File: config.mk
export PLATFORM = sky130hd
export DESIGN_NAME = mandelbrot_escape_time
export DESIGN_NICKNAME = d
export VERILOG_FILES = /design/src/design/mbet_pkg.sv /design/src/design/mbet_frac_div.sv /design/src/design/mandelbrot_escape_time.sv
export SDC_FILE = /design/constraint.sdc
export NUM_CORES = 2
export LEC_CHECK = 0
export ABC_AREA = 1
export BUFFER_PORTS_ARGS = -buffer_cell sky130_fd_sc_hd__buf_2
export CORE_MARGIN = 3
export CORE_UTILIZATION = 30
export DETAILED_ROUTE_END_ITERATION = 8
export PLACE_DENSITY = 0.49
export RECOVER_POWER = 25
export SYNTH_ARGS = -nofsm -noshare
export SYNTH_HDL_FRONTEND = slang
export SYNTH_SLANG_ARGS = --single-unit
File: constraint.sdc
create_clock -name i_clk -period 9.1 [get_ports i_clk]
set_input_delay 1.365 -clock i_clk [delete_from_list [all_inputs] [get_ports i_clk]]
set_output_delay 1.365 -clock i_clk [all_outputs]
set_load 0.03 [all_outputs]
File: src/design/mbet_pkg.sv
// Shared types, register map and constants for the Mandelbrot escape-time block.
package mbet_pkg;

    // Largest pixel index is IMAGE_DIM - 1; larger indices saturate.
    localparam int unsigned IMAGE_DIM = 8192;

    localparam int unsigned IDX_W   = 13;
    localparam int unsigned ITER_W  = 16;
    localparam int unsigned FRAC_W  = 17;
    localparam int unsigned ADDR_W  = 5;

    // Register reset values (Q4.28 for coordinates).
    localparam logic [31:0] RST_ORIGIN_RE = 32'(-563714458);
    localparam logic [31:0] RST_ORIGIN_IM = 32'(-348966093);
    localparam logic [30:0] RST_STEP_RE   = 31'd101581;
    localparam logic [30:0] RST_STEP_IM   = 31'd85197;
    localparam logic [15:0] RST_LIMIT     = 16'd1000;

    typedef enum logic [2:0] {
        REG_ORIGIN_RE = 3'd0,
        REG_ORIGIN_IM = 3'd1,
        REG_STEP_RE   = 3'd2,
        REG_STEP_IM   = 3'd3,
        REG_LIMIT     = 3'd4
    } t_reg_idx;

    typedef struct packed {
        logic [IDX_W-1:0] column;
        logic [IDX_W-1:0] row;
    } t_pix_in;

    typedef struct packed {
        logic [ITER_W-1:0] iterations;
        logic [FRAC_W-1:0] fraction;
        logic              in_set;
    } t_pix_out;

    typedef enum logic [3:0] {
        ST_IDLE,
        ST_MUL_CRE,
        ST_MUL_CIM,
        ST_C_SUM,
        ST_SQX,
        ST_SQY,
        ST_XY,
        ST_UPD,
        ST_DIV,
        ST_OUT
    } t_state;

    function automatic logic [IDX_W-1:0] sat_index(input logic [IDX_W-1:0] idx);
        logic [IDX_W-1:0] res;
        res = idx;
        if (32'(idx) >= IMAGE_DIM) begin
            res = IDX_W'(IMAGE_DIM - 1);
        end
        return res;
    endfunction

endpackage

File: src/design/mbet_frac_div.sv
// Restoring divider: floor(count * 65536 / limit) for count <= limit, one bit per cycle.
module mbet_frac_div (
    input  logic                               i_clk,
    input  logic                               i_rst_n,
    input  logic                               i_start,
    input  logic [mbet_pkg::ITER_W-1:0]        i_count,
    input  logic [mbet_pkg::ITER_W-1:0]        i_limit,
    output logic                               o_done,
    output logic [mbet_pkg::FRAC_W-1:0]        o_quot
);

    localparam int unsigned QW      = mbet_pkg::FRAC_W;
    localparam int unsigned STEP_W  = $clog2(QW);

    logic              r_busy;
    logic              r_done;
    logic [STEP_W-1:0] r_step;
    logic [QW-1:0]     r_rem;
    logic [QW-1:0]     r_quot;

    logic              ge;
    logic [QW-1:0]     rem_sub;

    always_comb begin
        ge      = r_rem >= QW'(i_limit);
        rem_sub = ge ? (r_rem - QW'(i_limit)) : r_rem;
    end

    always_ff @(posedge i_clk) begin
        if (!i_rst_n) begin
            r_busy <= 1'b0;
            r_done <= 1'b0;
            r_step <= '0;
        end else begin
            r_done <= 1'b0;
            if (i_start) begin
                r_busy <= 1'b1;
                r_step <= '0;
            end else if (r_busy) begin
                r_step <= r_step + 1'b1;
                if (r_step == STEP_W'(QW - 1)) begin
                    r_busy <= 1'b0;
                    r_done <= 1'b1;
                end
            end
        end
    end

    // remainder stays below limit after each subtract, so the shift fits
    always_ff @(posedge i_clk) begin
        if (i_start) begin
            r_rem  <= QW'(i_count);
            r_quot <= '0;
        end else if (r_busy) begin
            r_rem  <= {rem_sub[QW-2:0], 1'b0};
            r_quot <= {r_quot[QW-2:0], ge};
        end
    end

    assign o_done = r_done;
    assign o_quot = r_quot;

endmodule

File: src/design/mandelbrot_escape_time.sv
// Mandelbrot escape-time top level: config registers, sequencer and one shared multiplier.
// Sequence, transaction in to o_out_valid: setup states ST_MUL_CRE, ST_MUL_CIM and ST_C_SUM,
// then ST_SQX, ST_SQY, ST_XY and ST_UPD per iteration; the exit test in ST_SQX or, when
// |z|^2 >= 4 ends the loop, in ST_XY; then the fraction divider, ST_OUT and the output
// register, which waits under output stall. One pixel at a time: o_in_stall is high until the result loads.
// Synchronous active-low reset clears control state and restores register defaults.
module mandelbrot_escape_time #(
    parameter int FRAC_BITS = 28
) (
    input  logic                              i_clk,
    input  logic                              i_rst_n,
    input  logic                              i_in_valid,
    output logic                              o_in_stall,
    input  mbet_pkg::t_pix_in                 i_pix_in,
    output logic                              o_out_valid,
    input  logic                              i_out_stall,
    output mbet_pkg::t_pix_out                o_pix_out,
    input  logic                              psel,
    input  logic                              penable,
    input  logic                              pwrite,
    input  logic [mbet_pkg::ADDR_W-1:0]       paddr,
    input  logic [31:0]                       pwdata,
    output logic [31:0]                       prdata,
    output logic                              pready
);

    // multiplier operand width and z / c register width
    localparam int MW = (FRAC_BITS + 1 > 31) ? FRAC_BITS + 1 : 31;
    localparam int PW = 2 * MW;
    localparam int ZW = (FRAC_BITS + 5 > 47) ? FRAC_BITS + 5 : 47;

    localparam logic [ZW-1:0] TWO     = ZW'(1) << (FRAC_BITS + 1);
    localparam logic [PW:0]   ESC_LIM = (PW + 1)'(1) << (2 * FRAC_BITS + 2);

    // configuration registers
    logic [31:0] r_origin_re;
    logic [31:0] r_origin_im;
    logic [30:0] r_step_re;
    logic [30:0] r_step_im;
    logic [15:0] r_limit;

    logic [2:0]  reg_idx;
    logic        cfg_wr;

    assign reg_idx = paddr[mbet_pkg::ADDR_W-1:2];
    assign cfg_wr  = psel && penable && pwrite;
    assign pready  = 1'b1;

    always_ff @(posedge i_clk) begin
        if (!i_rst_n) begin
            r_origin_re <= mbet_pkg::RST_ORIGIN_RE;
            r_origin_im <= mbet_pkg::RST_ORIGIN_IM;
            r_step_re   <= mbet_pkg::RST_STEP_RE;
            r_step_im   <= mbet_pkg::RST_STEP_IM;
            r_limit     <= mbet_pkg::RST_LIMIT;
        end else if (cfg_wr) begin
            case (reg_idx)
                mbet_pkg::REG_ORIGIN_RE: r_origin_re <= pwdata;
                mbet_pkg::REG_ORIGIN_IM: r_origin_im <= pwdata;
                mbet_pkg::REG_STEP_RE:   r_step_re   <= pwdata[30:0];
                mbet_pkg::REG_STEP_IM:   r_step_im   <= pwdata[30:0];
                mbet_pkg::REG_LIMIT:     r_limit     <= pwdata[15:0];
                default: ;
            endcase
        end
    end

    always_comb begin
        case (reg_idx)
            mbet_pkg::REG_ORIGIN_RE: prdata = r_origin_re;
            mbet_pkg::REG_ORIGIN_IM: prdata = r_origin_im;
            mbet_pkg::REG_STEP_RE:   prdata = 32'(r_step_re);
            mbet_pkg::REG_STEP_IM:   prdata = 32'(r_step_im);
            mbet_pkg::REG_LIMIT:     prdata = 32'(r_limit);
            default:                 prdata = '0;
        endcase
    end

    // sequencer and datapath
    mbet_pkg::t_state            r_state, n_state;
    logic [mbet_pkg::IDX_W-1:0]  r_col, n_col;
    logic [mbet_pkg::IDX_W-1:0]  r_row, n_row;
    logic [ZW-1:0]               r_cre, n_cre;
    logic [ZW-1:0]               r_cim, n_cim;
    logic [ZW-1:0]               r_x, n_x;
    logic [ZW-1:0]               r_y, n_y;
    logic [PW-1:0]               r_prod;
    logic [PW-1:0]               r_sqx, n_sqx;
    logic [PW-1:0]               r_sqy, n_sqy;
    logic                        r_neg, n_neg;
    logic [15:0]                 r_count, n_count;
    logic                        r_out_valid, n_out_valid;
    mbet_pkg::t_pix_out          r_out, n_out;

    logic [15:0]   limit_eff;
    logic [ZW-1:0] ax, ay;
    logic [MW-1:0] mul_a, mul_b;
    logic [PW-1:0] mul_p;
    logic [PW:0]   sq_sum;
    logic [ZW-1:0] xy_t;
    logic          out_free;
    logic          in_acc;
    logic          div_start;
    logic          div_done;
    logic [mbet_pkg::FRAC_W-1:0] div_quot;

    assign limit_eff = (r_limit == 16'd0) ? 16'd1 : r_limit;
    assign ax        = r_x[ZW-1] ? (ZW'(0) - r_x) : r_x;
    assign ay        = r_y[ZW-1] ? (ZW'(0) - r_y) : r_y;
    assign sq_sum    = {1'b0, r_sqx} + {1'b0, r_prod};
    assign xy_t      = ZW'(r_prod >> (FRAC_BITS - 1));
    assign out_free  = !r_out_valid || !i_out_stall;
    assign in_acc    = i_in_valid && (r_state == mbet_pkg::ST_IDLE);

    // shared multiplier operand select
    always_comb begin
        case (r_state)
            mbet_pkg::ST_MUL_CRE: begin
                mul_a = MW'(r_col);
                mul_b = MW'(r_step_re);
            end
            mbet_pkg::ST_MUL_CIM: begin
                mul_a = MW'(r_row);
                mul_b = MW'(r_step_im);
            end
            mbet_pkg::ST_SQX: begin
                mul_a = ax[MW-1:0];
                mul_b = ax[MW-1:0];
            end
            mbet_pkg::ST_SQY: begin
                mul_a = ay[MW-1:0];
                mul_b = ay[MW-1:0];
            end
            mbet_pkg::ST_XY: begin
                mul_a = ax[MW-1:0];
                mul_b = ay[MW-1:0];
            end
            default: begin
                mul_a = '0;
                mul_b = '0;
            end
        endcase
    end

    assign mul_p = PW'(mul_a) * PW'(mul_b);

    always_comb begin
        n_state     = r_state;
        n_col       = r_col;
        n_row       = r_row;
        n_cre       = r_cre;
        n_cim       = r_cim;
        n_x         = r_x;
        n_y         = r_y;
        n_sqx       = r_sqx;
        n_sqy       = r_sqy;
        n_neg       = r_neg;
        n_count     = r_count;
        n_out       = r_out;
        n_out_valid = r_out_valid;
        div_start   = 1'b0;

        if (r_out_valid && !i_out_stall) begin
            n_out_valid = 1'b0;
        end

        case (r_state)
            mbet_pkg::ST_IDLE: begin
                if (in_acc) begin
                    n_col   = mbet_pkg::sat_index(i_pix_in.column);
                    n_row   = mbet_pkg::sat_index(i_pix_in.row);
                    n_state = mbet_pkg::ST_MUL_CRE;
                end
            end
            mbet_pkg::ST_MUL_CRE: begin
                n_state = mbet_pkg::ST_MUL_CIM;
            end
            mbet_pkg::ST_MUL_CIM: begin
                n_cre   = {{(ZW-32){r_origin_re[31]}}, r_origin_re} + ZW'(r_prod);
                n_state = mbet_pkg::ST_C_SUM;
            end
            mbet_pkg::ST_C_SUM: begin
                n_cim   = {{(ZW-32){r_origin_im[31]}}, r_origin_im} + ZW'(r_prod);
                n_x     = '0;
                n_y     = '0;
                n_count = '0;
                n_state = mbet_pkg::ST_SQX;
            end
            mbet_pkg::ST_SQX: begin
                // loop exit on limit or on a component already at magnitude 2 or more
                if (r_count >= limit_eff || ax >= TWO || ay >= TWO) begin
                    div_start = 1'b1;
                    n_state   = mbet_pkg::ST_DIV;
                end else begin
                    n_state = mbet_pkg::ST_SQY;
                end
            end
            mbet_pkg::ST_SQY: begin
                n_sqx   = r_prod;
                n_state = mbet_pkg::ST_XY;
            end
            mbet_pkg::ST_XY: begin
                // exact |z|^2 >= 4 on the full squares
                if (sq_sum >= ESC_LIM) begin
                    div_start = 1'b1;
                    n_state   = mbet_pkg::ST_DIV;
                end else begin
                    n_sqy   = r_prod;
                    n_neg   = r_x[ZW-1] ^ r_y[ZW-1];
                    n_state = mbet_pkg::ST_UPD;
                end
            end
            mbet_pkg::ST_UPD: begin
                n_x     = ZW'(r_sqx >> FRAC_BITS) - ZW'(r_sqy >> FRAC_BITS) + r_cre;
                n_y     = (r_neg ? (ZW'(0) - xy_t) : xy_t) + r_cim;
                n_count = r_count + 16'd1;
                n_state = mbet_pkg::ST_SQX;
            end
            mbet_pkg::ST_DIV: begin
                if (div_done) begin
                    n_state = mbet_pkg::ST_OUT;
                end
            end
            mbet_pkg::ST_OUT: begin
                if (out_free) begin
                    n_out.iterations = r_count;
                    n_out.fraction   = div_quot;
                    n_out.in_set     = (r_count == limit_eff);
                    n_out_valid      = 1'b1;
                    n_state          = mbet_pkg::ST_IDLE;
                end
            end
            default: begin
                n_state = mbet_pkg::ST_IDLE;
            end
        endcase
    end

    always_ff @(posedge i_clk) begin
        if (!i_rst_n) begin
            r_state     <= mbet_pkg::ST_IDLE;
            r_out_valid <= 1'b0;
            r_count     <= '0;
        end else begin
            r_state     <= n_state;
            r_out_valid <= n_out_valid;
            r_count     <= n_count;
        end
    end

    always_ff @(posedge i_clk) begin
        r_col  <= n_col;
        r_row  <= n_row;
        r_cre  <= n_cre;
        r_cim  <= n_cim;
        r_x    <= n_x;
        r_y    <= n_y;
        r_prod <= mul_p;
        r_sqx  <= n_sqx;
        r_sqy  <= n_sqy;
        r_neg  <= n_neg;
        r_out  <= n_out;
    end

    mbet_frac_div u_div (
        .i_clk   (i_clk),
        .i_rst_n (i_rst_n),
        .i_start (div_start),
        .i_count (r_count),
        .i_limit (limit_eff),
        .o_done  (div_done),
        .o_quot  (div_quot)
    );

    assign o_in_stall  = (r_state != mbet_pkg::ST_IDLE);
    assign o_out_valid = r_out_valid;
    assign o_pix_out   = r_out;

endmodule

==> out/qor.yml <==
power_and_ir_drop:
  p_leak_nw: 43.2
  ir_worst_vdd_mv: 0.153
  power_per_cell_area_nw_per_um2: 189
  power_w: 0.0163
status:
  violations: "max-capacitance violations, max-slew violations"
  outcome: "complete, but fails checks"
layout:
  area_growth_pct: 15.4
  fillers: 26400
  utilization_pct: 34.9
  multiInputGateArea_um2: 50300
  drive_above_1_share_pct: 9.14
  regArea_um2: 15800
  finalNetCount: 11800
synthesis:
  ys_warn_count: 0
  syn_area_um2: 74500
  synth_cells: 9825
  yosys_most_used_dff: "edfxtp_1"
  synth_edf_count: 361
  yosysMostFrequentCell: "nand2_1"
  yosys.area.top_type_share_pct: 22.7
  yosysSeqAreaShare_pct: 21.3
  synth_largest_area_cell: "fa_1"
  ys_types: 60
  ys_top_cells_by_area: "fa_1 (23%), edfxtp_1 (15%), nand2_1 (11%)"
  avgSynthCellArea_um2: 7.58
  synth_seq_cells: 611
  async_reset_ff_share_pct: 0
  synth_nets: 11300
  ys_top_cells_by_count: "nand2_1 (2247), inv_1 (2040), nor2_1 (946), fa_1 (844), a21oi_1 (644)"
worst_setup_path:
  crit_required_ns: 9.68
  endpoint_kind: "flop"
  crit_path_max_fanout: 32
  crit_type: "reg2reg"
  critical_path_arrival_ns: 9.47
  crit_top_cell: "fa_1"
  critical-path-max-stage-delay_ns: 0.57
  slowest_stage: "fa_1"
  start_kind: "flop"
route:
  drt-total-wl_mm: 308
  firstDrtPassIters: 6
  drc: 0
  drt_iter0_markers: 5868
  avgViaCountPerCell: 4.92
  vias: 67300
  ant_nets: 0
  wl_per_cell_um: 22.5
global_route:
  antenna_found_initial: 24
  grt_pass1_wl_mm: 448
  grt_usage_pct: 23.7
  grt_pass1_vias: 66300
  overflow: 0
  grt_max_degree: 92
sta:
  period_needed_ns: 8.89
  setup_violations: 0
  tightest_slew_ns: 2.93
  max_freq_mhz: 113
  rsz0062_at_grt: "true"
  clock_skew_ns: 0.0474
  fin_crit_sh_pct: 97.7
  hold_viol: 0
  slew_headroom_pct: -95.4
  drv_slew: 123
  finalWorstSetupSlack_ns: 0.212
  holdWs_ns: 0.445
placement:
  dpl.hpwl_mm: 259
  place_ws_ns: -0.0756
  port_buffers: 135
  gp_congestion: 0.983
run:
  drv_cap: 5
floorplan:
  io_pins: 139
  coreArea_um2: 246000
  rows: 182
  die_x_um: 504
  start_util_pct: 30.2
  die_area_um2: 254000
  die_y_um: 504
clock_network:
  cts_sinks: 611
  cts_max_path_buffers: 3
  clkTransAtPathRegs_ns: 0.06
  clock_latency_ns: 0.72
  cts_tree: "yes"
  hold_buffers: 0
  cts.htree.levels: 3
  cts_buffers: 81
  root_buffer: "clkbuf_16"
worst_hold_path:
  hold_path.class: "reg2reg"
-- worst paths after layout --
kind / from / end / slack, ns / depth (start not counted)
setup / recovery: r_x[0] / r_prod[59] / 0.21 / 41
hold / removal: u_div.o_quot[16] / o_pix_out[17] / 0.44 / 0
setup reg to reg: r_x[0] / r_prod[59] / 0.21 / 41
hold reg to reg: u_div.o_quot[16] / o_pix_out[17] / 0.44 / 0
-- layout make-up --
type | instances | area share (%)
clock inverter | 41 | 0.392
antenna | 5 | 0.0146
sequential | 611 | 18.4
clock buffer | 109 | 2.77
timing repair buffer | 661 | 5.99
inverter | 2060 | 9.02
multi-input combinational | 6872 | 58.6
tap | 3312 | 4.82
-- state kept, by name, indices dropped and copies added (netlist names), 4 cells and up --
name,cells
r_x,47
r_col,13
r_step_re,31
r_origin_im,32
u_div.r_step,5
r_sqy,34
r_cim,47
u_div.r_rem,17
r_limit,16
u_div.o_quot,17
r_prod,62
r_count,16
r_row,13
r_state,4
r_y,47
o_pix_out,34
r_sqx,62
r_origin_re,32
r_step_im,31
r_cre,47
-- logic make-up after synthesis --
group | after synthesis | share of synthesized area (%)
compound gates | 1520 | 11.5
buf+inv | 2343 | 12.0
fa+ha+maj | 1417 | 32.3
simple gates | 3636 | 19.4
flops | 611 | 21.3
other cells | 1 | 0.00504
xor+xnor | 297 | 3.49
-- per-stage QoR --
stage               setup TNS [ns]  cells  instance area [µm²]
floorplan                        0   9825                74500
global placement           -0.0331  13500                82600
detailed placement          -0.128  13500                82600
CTS                              0  13700                85400
global route                -0.255  13700                85900
finish                           0  13700                85900
-- report_power, final --
part	switching, W	internal [W]	total [W]	leakage [nW]
Combinational	0.00615	0.00305	0.00919	36.5
Clock	0.00142	0.00189	0.00331	1.35
Sequential	0.000400	0.00336	0.00376	5.38
-- layer usage --
metal,GRT usage (%),share of wire [%]
met5,0,0
met4,9.47,4.8
met3,2.96,6.2
met2,37.0,44
met1,33.2,45
-- placed cells by master, fill, tap and decap left out, types with 14 or more instances in the layout --
cell type and instances:
o21ai_1 25, nand2_1 2229, a21oi_2 14, xor2_1 183, nand4_1 53, nor2_2 19, a21o_1 20, o21bai_1 20
nor3_1 71, o22ai_1 19, a21oi_1 630, ha_1 567, clkbuf_1 29, a22oi_1 23, o21a_1 61, nand2_2 23
fa_1 843, nor4_1 25, nor3_2 14, o211ai_1 50, buf_2 132, a21boi_0 20, nor2_4 14, nand3_1 219
edfxtp_1 361, buf_4 459, dfxtp_1 250, a221oi_1 23, clkbuf_16 87, inv_1 2034, buf_12 44, nor2_1 927
xnor2_1 104, o21ai_0 451, a31oi_1 85
-- critical path, delay by kind of cell (launching register included) --
kind	cells	cell delay, ns
compound gates	2	0.28
xor+xnor	2	0.34
fa+ha+maj	9	4.25
buf+inv	13	1.64
flops	1	0.36
simple gates	15	1.82
-- repair_timing --
| item | 4_1_cts | 5_1_grt |
|---|---|---|
| gates cloned | 0 | 1 |
| setup endpoints to repair | 6 | 35 |
| buffers inserted | 0 | 14 |
| pin swaps | 0 | 9 |
| gates resized for setup | 6 | 124 |
No activity file was read; power rests on OpenSTA's default activity.
